==> src/wwgs_pkg.sv <==
`timescale 1ns / 1ps
// ----------------------------------------------------------------------------
// wwgs_pkg
// Shared types, constants and the cell update rule for the wireworld
// generation step.
// ----------------------------------------------------------------------------
package wwgs_pkg;

    localparam int MAX_ROWS  = 32;
    localparam int MAX_COLS  = 32;
    localparam int CFG_W     = 6;
    localparam int DIM_W     = CFG_W + 1;
    localparam int ROW_W     = $clog2(MAX_ROWS);
    localparam int COL_W     = $clog2(MAX_COLS);
    localparam int POS_W     = 5;
    localparam int CELL_W    = 2;
    localparam int COLUMN_W  = 3 * CELL_W;
    localparam int WINDOW_W  = 2 * COLUMN_W;
    localparam int S_DATA_W  = 8;
    localparam int M_DATA_W  = 16;
    localparam int APB_W     = 32;
    localparam int ADDR_W    = 3;

    typedef logic [CELL_W-1:0]   t_cell;
    typedef logic [COLUMN_W-1:0] t_column;
    typedef logic [POS_W-1:0]    t_pos;

    localparam t_cell ST_EMPTY  = 2'd0;
    localparam t_cell ST_HEAD   = 2'd1;
    localparam t_cell ST_TAIL   = 2'd2;
    localparam t_cell ST_COPPER = 2'd3;

    // register select is address bit 2
    localparam logic REG_ROWS = 1'b0;
    localparam logic REG_COLS = 1'b1;

    localparam logic [CFG_W-1:0] DIM_RESET = CFG_W'(32);
    localparam logic [DIM_W-1:0] DIM_MIN   = DIM_W'(3);

    typedef struct packed {
        t_cell state;
        t_pos  row;
        t_pos  col;
        logic  last;
    } t_result;

    function automatic logic [DIM_W-1:0] clamp_dim(input logic [CFG_W-1:0] v,
                                                   input logic [DIM_W-1:0] maxv);
        logic [DIM_W-1:0] w;
        w = DIM_W'(v);
        if (w < DIM_MIN) begin
            return DIM_MIN;
        end else if (w > maxv) begin
            return maxv;
        end
        return w;
    endfunction

    function automatic logic is_head(input t_cell c);
        return c == ST_HEAD;
    endfunction

    // columns hold top cell in bits 1:0, centre in 3:2, bottom in 5:4
    function automatic t_cell next_of(input t_column left, input t_column mid,
                                      input t_column right);
        logic [3:0] n;
        t_cell      centre;
        t_cell      res;
        centre = mid[3:2];
        n = {3'b0, is_head(left[1:0])}  + {3'b0, is_head(left[3:2])}
          + {3'b0, is_head(left[5:4])}  + {3'b0, is_head(mid[1:0])}
          + {3'b0, is_head(mid[5:4])}   + {3'b0, is_head(right[1:0])}
          + {3'b0, is_head(right[3:2])} + {3'b0, is_head(right[5:4])};
        unique case (centre)
            ST_EMPTY:  res = ST_EMPTY;
            ST_HEAD:   res = ST_TAIL;
            ST_TAIL:   res = ST_COPPER;
            ST_COPPER: res = (n == 4'd1 || n == 4'd2) ? ST_HEAD : ST_COPPER;
        endcase
        return res;
    endfunction

endpackage

==> src/wireworld_generation_step.sv <==
`timescale 1ns / 1ps
// ----------------------------------------------------------------------------
// wireworld_generation_step
// Streams one wireworld generation in raster order and emits the next one.
// ----------------------------------------------------------------------------
// Cells enter on the s channel, one 2-bit cell per word. Each cell is held in
// an input register and processed from there against two line buffers and
// a two-column window; results leave through an output register on the m
// channel as {col, row, next_state} with tlast on the last word a cell causes.
// Result words are computed from the input register into the output register.
// Throughput is one cell per cycle when nothing stalls. The last cell of a row
// (from the second row on) gives two words, which stalls input until the second
// word is taken into the output register. The last cell of the frame also
// flushes the final row: column 0 is fetched, then one word per column follows,
// with input held off. An output stall holds the output word and backs up into
// the input register, dropping tready once that register is full.
// After reset both dimensions are 32 and the frame starts at row 0, column 0.
// Writing either register on the APB port restarts the frame; write only
// while the block is idle.
// ----------------------------------------------------------------------------
module wireworld_generation_step
    import wwgs_pkg::*;
(
    input  logic                i_clk,
    input  logic                i_rst_n,
    input  logic                i_s_tvalid,
    output logic                o_s_tready,
    input  logic [S_DATA_W-1:0] i_s_tdata,   // [1:0] cell_req
    output logic                o_m_tvalid,
    input  logic                i_m_tready,
    output logic [M_DATA_W-1:0] o_m_tdata,   // [1:0] next_state, [6:2] row, [11:7] col
    output logic                o_m_tlast,
    input  logic                psel,
    input  logic                penable,
    input  logic                pwrite,
    input  logic [ADDR_W-1:0]   paddr,
    input  logic [APB_W-1:0]    pwdata,
    output logic [APB_W-1:0]    prdata,
    output logic                pready
);

    logic [CFG_W-1:0]  r_rows_cfg;
    logic [CFG_W-1:0]  r_cols_cfg;
    logic              r_in_valid;
    t_cell             r_in_cell;
    logic [ROW_W-1:0]  r_row;
    logic [COL_W-1:0]  r_col;
    logic [WINDOW_W-1:0] r_window;
    t_cell             r_line_above [MAX_COLS];
    t_cell             r_line_two [MAX_COLS];
    logic              r_out_valid;
    t_result           r_out;
    logic              r_b_valid;
    t_result           r_b;
    logic              r_fl_active;
    logic              r_fl_primed;
    logic [COL_W-1:0]  r_fl_k;
    t_column           r_fl_left;
    t_column           r_fl_mid;
    t_pos              r_fl_row;

    logic [DIM_W-1:0]  rows_eff;
    logic [DIM_W-1:0]  cols_eff;
    logic              col_last;
    logic              row_last;
    logic [COL_W-1:0]  rd_idx;
    t_cell             rd_above;
    t_cell             rd_two;
    t_cell             top;
    t_cell             mid;
    t_column           newcol;
    t_column           prev;
    t_column           oldest;
    logic              has_a;
    logic              has_b;
    logic              do_flush;
    t_result           res_a;
    t_result           res_b;
    t_result           res_fl;
    logic              rc_valid;
    t_column           rc;
    logic              out_free;
    logic              fl_emit;
    logic              proc;
    logic              in_acc;
    logic              cfg_wr;

    logic [ROW_W-1:0]    n_row;
    logic [COL_W-1:0]    n_col;
    logic [WINDOW_W-1:0] n_window;

    assign rows_eff = clamp_dim(r_rows_cfg, DIM_W'(MAX_ROWS));
    assign cols_eff = clamp_dim(r_cols_cfg, DIM_W'(MAX_COLS));
    assign col_last = DIM_W'(r_col) == cols_eff - DIM_W'(1);
    assign row_last = DIM_W'(r_row) == rows_eff - DIM_W'(1);

    // one read port: the current column, or the flush sweep
    always_comb begin
        if (r_fl_active) begin
            rd_idx = r_fl_primed ? r_fl_k + COL_W'(1) : '0;
        end else begin
            rd_idx = r_col;
        end
    end
    assign rd_above = r_line_above[rd_idx];
    assign rd_two   = r_line_two[rd_idx];

    assign top    = (r_row >= ROW_W'(2)) ? rd_two : ST_EMPTY;
    assign mid    = (r_row != '0) ? rd_above : ST_EMPTY;
    assign newcol = {r_in_cell, mid, top};
    assign prev   = (r_col == '0) ? '0 : r_window[COLUMN_W-1:0];
    assign oldest = r_window[WINDOW_W-1:COLUMN_W];

    assign has_a    = (r_row != '0) && (r_col != '0);
    assign has_b    = (r_row != '0) && col_last;
    assign do_flush = col_last && row_last;

    always_comb begin
        res_a.state = next_of(oldest, prev, newcol);
        res_a.row   = POS_W'(r_row - ROW_W'(1));
        res_a.col   = POS_W'(r_col - COL_W'(1));
        res_a.last  = !has_b && !do_flush;
        res_b.state = next_of(prev, newcol, '0);
        res_b.row   = POS_W'(r_row - ROW_W'(1));
        res_b.col   = POS_W'(r_col);
        res_b.last  = !do_flush;
    end

    // flush of the final row: below it lies nothing
    assign rc_valid = (DIM_W'(r_fl_k) + DIM_W'(1)) < cols_eff;
    assign rc       = rc_valid ? {ST_EMPTY, rd_above, rd_two} : '0;

    always_comb begin
        res_fl.state = next_of(r_fl_left, r_fl_mid, rc);
        res_fl.row   = r_fl_row;
        res_fl.col   = POS_W'(r_fl_k);
        res_fl.last  = !rc_valid;
    end

    assign out_free   = !r_out_valid || i_m_tready;
    assign fl_emit    = r_fl_active && r_fl_primed && !r_b_valid && out_free;
    assign proc       = r_in_valid && !r_b_valid && !r_fl_active && out_free;
    assign o_s_tready = !r_in_valid || proc;
    assign in_acc     = i_s_tvalid && o_s_tready;
    assign cfg_wr     = psel && penable && pwrite && pready;

    always_comb begin
        n_row    = r_row;
        n_col    = r_col + COL_W'(1);
        n_window = {prev, newcol};
        if (col_last) begin
            n_col = '0;
            if (row_last) begin
                n_row    = '0;
                n_window = '0;
            end else begin
                n_row = r_row + ROW_W'(1);
            end
        end
    end

    // configuration
    always_ff @(posedge i_clk) begin
        if (!i_rst_n) begin
            r_rows_cfg <= DIM_RESET;
            r_cols_cfg <= DIM_RESET;
        end else if (cfg_wr) begin
            if (paddr[2] == REG_COLS) begin
                r_cols_cfg <= pwdata[CFG_W-1:0];
            end else begin
                r_rows_cfg <= pwdata[CFG_W-1:0];
            end
        end
    end

    assign pready = 1'b1;
    assign prdata = (paddr[2] == REG_ROWS) ? APB_W'(r_rows_cfg) : APB_W'(r_cols_cfg);

    // frame position and window
    always_ff @(posedge i_clk) begin
        if (!i_rst_n) begin
            r_row    <= '0;
            r_col    <= '0;
            r_window <= '0;
        end else if (cfg_wr) begin
            r_row    <= '0;
            r_col    <= '0;
            r_window <= '0;
        end else if (proc) begin
            r_row    <= n_row;
            r_col    <= n_col;
            r_window <= n_window;
        end
    end

    always_ff @(posedge i_clk) begin
        if (proc) begin
            r_line_two[r_col]   <= r_line_above[r_col];
            r_line_above[r_col] <= r_in_cell;
        end
    end

    // input register
    always_ff @(posedge i_clk) begin
        if (!i_rst_n) begin
            r_in_valid <= 1'b0;
        end else if (in_acc) begin
            r_in_valid <= 1'b1;
        end else if (proc) begin
            r_in_valid <= 1'b0;
        end
    end

    always_ff @(posedge i_clk) begin
        if (in_acc) begin
            r_in_cell <= i_s_tdata[CELL_W-1:0];
        end
    end

    // output register and pending second word
    always_ff @(posedge i_clk) begin
        if (!i_rst_n) begin
            r_out_valid <= 1'b0;
            r_b_valid   <= 1'b0;
        end else begin
            if (out_free) begin
                r_out_valid <= r_b_valid || fl_emit || (proc && (has_a || has_b));
            end
            if (out_free && r_b_valid) begin
                r_b_valid <= 1'b0;
            end else if (proc && has_a && has_b) begin
                r_b_valid <= 1'b1;
            end
        end
    end

    always_ff @(posedge i_clk) begin
        if (out_free) begin
            if (r_b_valid) begin
                r_out <= r_b;
            end else if (fl_emit) begin
                r_out <= res_fl;
            end else if (has_a) begin
                r_out <= res_a;
            end else begin
                r_out <= res_b;
            end
        end
        if (proc && has_a && has_b) begin
            r_b <= res_b;
        end
    end

    // final row sweep
    always_ff @(posedge i_clk) begin
        if (!i_rst_n) begin
            r_fl_active <= 1'b0;
            r_fl_primed <= 1'b0;
        end else if (proc && do_flush) begin
            r_fl_active <= 1'b1;
            r_fl_primed <= 1'b0;
        end else if (r_fl_active && !r_fl_primed) begin
            r_fl_primed <= 1'b1;
        end else if (fl_emit && !rc_valid) begin
            r_fl_active <= 1'b0;
        end
    end

    always_ff @(posedge i_clk) begin
        if (proc && do_flush) begin
            r_fl_k    <= '0;
            r_fl_left <= '0;
            r_fl_row  <= POS_W'(r_row);
        end else if (r_fl_active && !r_fl_primed) begin
            r_fl_mid <= {ST_EMPTY, rd_above, rd_two};
        end else if (fl_emit) begin
            r_fl_left <= r_fl_mid;
            r_fl_mid  <= rc;
            r_fl_k    <= r_fl_k + COL_W'(1);
        end
    end

    assign o_m_tvalid = r_out_valid;
    assign o_m_tdata  = M_DATA_W'({r_out.col, r_out.row, r_out.state});
    assign o_m_tlast  = r_out.last;

endmodule

==> config.mk <==
export PLATFORM = sky130hd
export DESIGN_NAME = wireworld_generation_step
export DESIGN_NICKNAME = d
export VERILOG_FILES = /design/src/wwgs_pkg.sv /design/src/wireworld_generation_step.sv
export SDC_FILE = /design/constraint.sdc
export NUM_CORES = 1
export LEC_CHECK = 0
export BUFFER_PORTS_ARGS = -buffer_cell sky130_fd_sc_hd__clkbuf_2
export CAP_MARGIN = 20
export CORE_MARGIN = 2
export CORE_UTILIZATION = 40
export DETAILED_ROUTE_END_ITERATION = 7
export PLACE_DENSITY = 0.57
export RECOVER_POWER = 100
export SETUP_SLACK_MARGIN = 0.4
export SLEW_MARGIN = 25
export SYNTH_ARGS = -nofsm -noshare
export SYNTH_HDL_FRONTEND = slang
export SYNTH_SLANG_ARGS = --single-unit
==> constraint.sdc <==
create_clock -name i_clk -period 5.05 [get_ports i_clk]
set_input_delay 0.7575 -clock i_clk [delete_from_list [all_inputs] [get_ports i_clk]]
set_output_delay 0.7575 -clock i_clk [all_outputs]
set_load 0.02 [all_outputs]
==> reports/results.tsv <==
stage	metric	value	unit
synth	ys_top_cells_by_area	edfxtp_1 46%, dfxtp_1 9.8%, mux4_2 7.5%	
synth	synth_edf_count	165	
clocking	clkLatencyLatePin	0.55	ns
setup_path	cpMaxStageDelayCell	a2111oi_4	
setup_path	path_delay_family	buffers and inverters	
global_routing	grt_pass1_wl	39890	microns
sta	fin_hold_ws	0.3852	ns
power_and_ir_drop	p_clk_share	45.3	%
power_and_ir_drop	power	4212	uW
power_and_ir_drop	combPwrFrac	7.9	%
synth	synth_top_family_by_area	simple AND/OR/NAND/NOR gates	
power_and_ir_drop	swShare	22.54	%
floorplan	start_util	40.45	%
run_status	status	complete, but fails checks	
floorplan	dieArea	28440	sq um
synth	synthFlopType	edfxtp_1	
synth	muxShareOfSynthArea	12.57	%
clocking	h-tree-depth	1	
global_routing	grt_pass1_vias	6980	
finish	multi_input_area	4571	sq um
setup_path	cp-start-kind	flip-flop	
sta	fin_skew	0.02177	ns
sta	grt_setup_unrepaired	yes	
sta	period_share	106.5	%
clocking	clock_path_buffers	3	
clocking	cts_sinks	218	
sta	worst_slack	-0.3297	ns
flow_run	maxCapViolations	0	
synth	syn_area	10840	sq um
clocking	cts-root-buf	clkbuf_16	
power_and_ir_drop	power_switching	949.3	uW
routing	num_vias	7206	
setup_path	critPathBufInv	15	
power_and_ir_drop	leakagePower	0.004561	uW
routing	wirelength	26280	microns
synth	postSynthCellCount	870	
routing	wl_per_cell	19.50	microns
sta	drv_slew	0	
routing	first_iter_violations	682	
synth	synth_xor_area_share	2.574	%
run_status	violations	negative setup slack	
sta	tns	-0.3297	ns
sta	tightest_slew	1.339	ns
global_routing	grt_max_degree	35	
finish	layout_common_cells	165 x edfxtp_1, 93 x buf_4, 81 x nand2_1	
floorplan	io_pins	102	
setup_path	crit_required	5.32	ns
synth	synth_seq_cells	218	
clocking	numCtsBuffers	25	
synth	yosys.area_share.simple	12.60	%
synth	synthAdderAreaFrac	4.016	%
power_and_ir_drop	ir_drop	0.0002760	V
finish	layout_commonest_cell	edfxtp_1	
synth	synth_compound_area_share	7.525	%
synth	ys_types	72	
routing	vias_per_cell	5.346	
min_path	hold_path_class	input port to flip-flop	
floorplan	rows	60	
power_and_ir_drop	p_int	3263	uW
sta	finalCriticalPeriod	5.380	ns
routing	ant_nets	0	
synth	synth-seq-area-share	55.49	%
clocking	cts_tree	yes	
finish	seqCellArea	6025	sq um
synth	async_flop_share	0	%
floorplan	core	26800	sq um
global_routing	overflow	0	
setup_path	crit_top_cell	buf_4	
setup_path	endpoint_kind	flip-flop	
floorplan	die_x	168.6	microns
synth	netlist.area_leader.share	45.70	%
synth	yosysTopAreaCell	edfxtp_1	
finish	area_delta_synth_final	19.28	%
clocking	ctsHoldBuffers	0	
setup_path	worstPathArrival	5.65	ns
setup_path	critPathMaxStageDelay	0.40	ns
place	place.gp.congestion	0.8410	
synth	synth-warning-count	0	
finish	fill_cells	2386	
routing	drc	0	
finish	final_layout_size_suffix_gt1_share	23.54	%
place	port_buffers	36	
setup_path	crit_type	flip-flop to flip-flop	
finish	nets	1069	
global_routing	grtUsageTotal	18.26	%
sta	timing.fmax	185.9	MHz
sta	relSlewSlack	10.72	%
synth	syn_area_per_cell	12.46	sq um
clocking	cts.clk_slew.worst_paths	0.06	ns
setup_path	cp_max_fo	8	
power_and_ir_drop	pwr-share-seq	46.8	%
place	post-dp-hpwl	18280	microns
power_and_ir_drop	p_per_area	325.7	nW/um^2
sta	setup_viol	1	
sta	hold_viol	0	
global_routing	grt_antenna_before_repair	0	
floorplan	dieHeight	168.6	microns
finish	n_antenna_cell	0	
routing	drtPass1Iterations	5	
==> per-layer routing <==
metal	global-route usage (%)	routed length [microns]	vias to the layer above
met5	0	0	-
met4	5.247	703	0
met3	3.343	1546	43
met2	29.27	12100	236
met1	25.58	11930	3520
li1	-	-	3407
==> Yosys cell counts, types with 4 or more instances <==
library cell,n
clkbuf_1,32
nor2_1,75
nor3_1,19
nor2b_1,21
xor2_1,15
ha_1,22
a22oi_1,14
a211oi_1,6
a21oi_1,30
o21a_1,5
buf_2,7
and2_1,14
o21ai_0,20
mux2_2,9
nand4_1,10
nand2_1,82
o211ai_1,4
mux4_2,36
a221oi_1,4
nand3b_1,4
xnor2_1,15
buf_4,32
mux2i_1,45
nor3b_1,5
fa_1,8
edfxtp_1,165
nand3_1,23
inv_1,21
dfxtp_1,53
nand2b_1,10
==> kinds of logic (layout without fill, tap and decap cells) <==
| logic type | after synthesis | after routing |
|---|---|---|
| AND/OR/NAND/NOR | 280 | 280 |
| flip-flops | 218 | 218 |
| AO/OA/AOI/OAI | 119 | 119 |
| buffers and inverters | 100 | 208 |
| multiplexers | 90 | 90 |
| XOR/XNOR | 31 | 31 |
| adder cells (fa/ha/maj) | 30 | 30 |
| other | 2 | 31 |
==> sequential cells by signal, indices dropped and copies added, names as in the netlist, 2 cells and up, named ones only <==
signal / count
r_fl_k: 5
r_line_above: 64
r_cols_cfg: 6
r_fl_row: 5
r_line_two: 64
r_window: 12
r_b: 13
r_rows_cfg: 6
r_col: 5
r_fl_mid: 4
r_fl_left: 4
r_in_cell: 2
r_row: 5
o_m_tdata: 12
==> final cells by class <==
class / count / share of cell area, %
inverters: 22 / 0.6385
clock buffers: 30 / 4.983
repair buffers: 141 / 7.469
flip-flops and latches: 218 / 46.58
well taps: 341 / 3.299
clock inverters: 15 / 1.683
multi-input cells: 581 / 35.34
==> repair_timing <==
| action | 4_1_cts | 5_1_grt |
|---|---|---|
| buffers inserted | 10 | 9 |
| cloned | 0 | 1 |
| endpoints found under the setup margin | 1 | 1 |
| pin swaps | 3 | 11 |
| gates resized for setup | 5 | 27 |
==> power by group through the flow <==
stage	Combinational, uW	Sequential, uW	Clock (uW)
final	333	1970	1910
after global routing	362	1970	2000
after CTS	321	1970	1930
after detailed placement	303	2010	0
after global placement	299	2010	0
after floorplan	213	2000	0
==> per-stage QoR <==
step / cells / utilization (%) / cell area, sq um / setup WS, ns
floorplan: 899 / - / 10980 / 0.1632
finish: 1348 / 48.25 / 12930 / -0.3297
CTS: 1338 / 47.55 / 12740 / -0.3655
global placement: 1283 / 43.99 / 11790 / -0.3864
global route: 1348 / 48.25 / 12930 / -0.5666
detailed placement: 1283 / 43.99 / 11790 / -0.4461
==> worst paths after layout <==
check                                   from            to  slack, ns  cells past startpoint
worst max-delay path               r_fl_k[0]  o_m_tdata[1]      -0.33                     32
worst max register to register     r_fl_k[0]  o_m_tdata[1]      -0.33                     32
worst min-delay path            i_s_tdata[0]  r_in_cell[0]       0.39                      1
worst min register to register  r_fl_left[1]  r_fl_left[1]       0.46                      2
No activity file was read; power rests on OpenSTA's default activity.
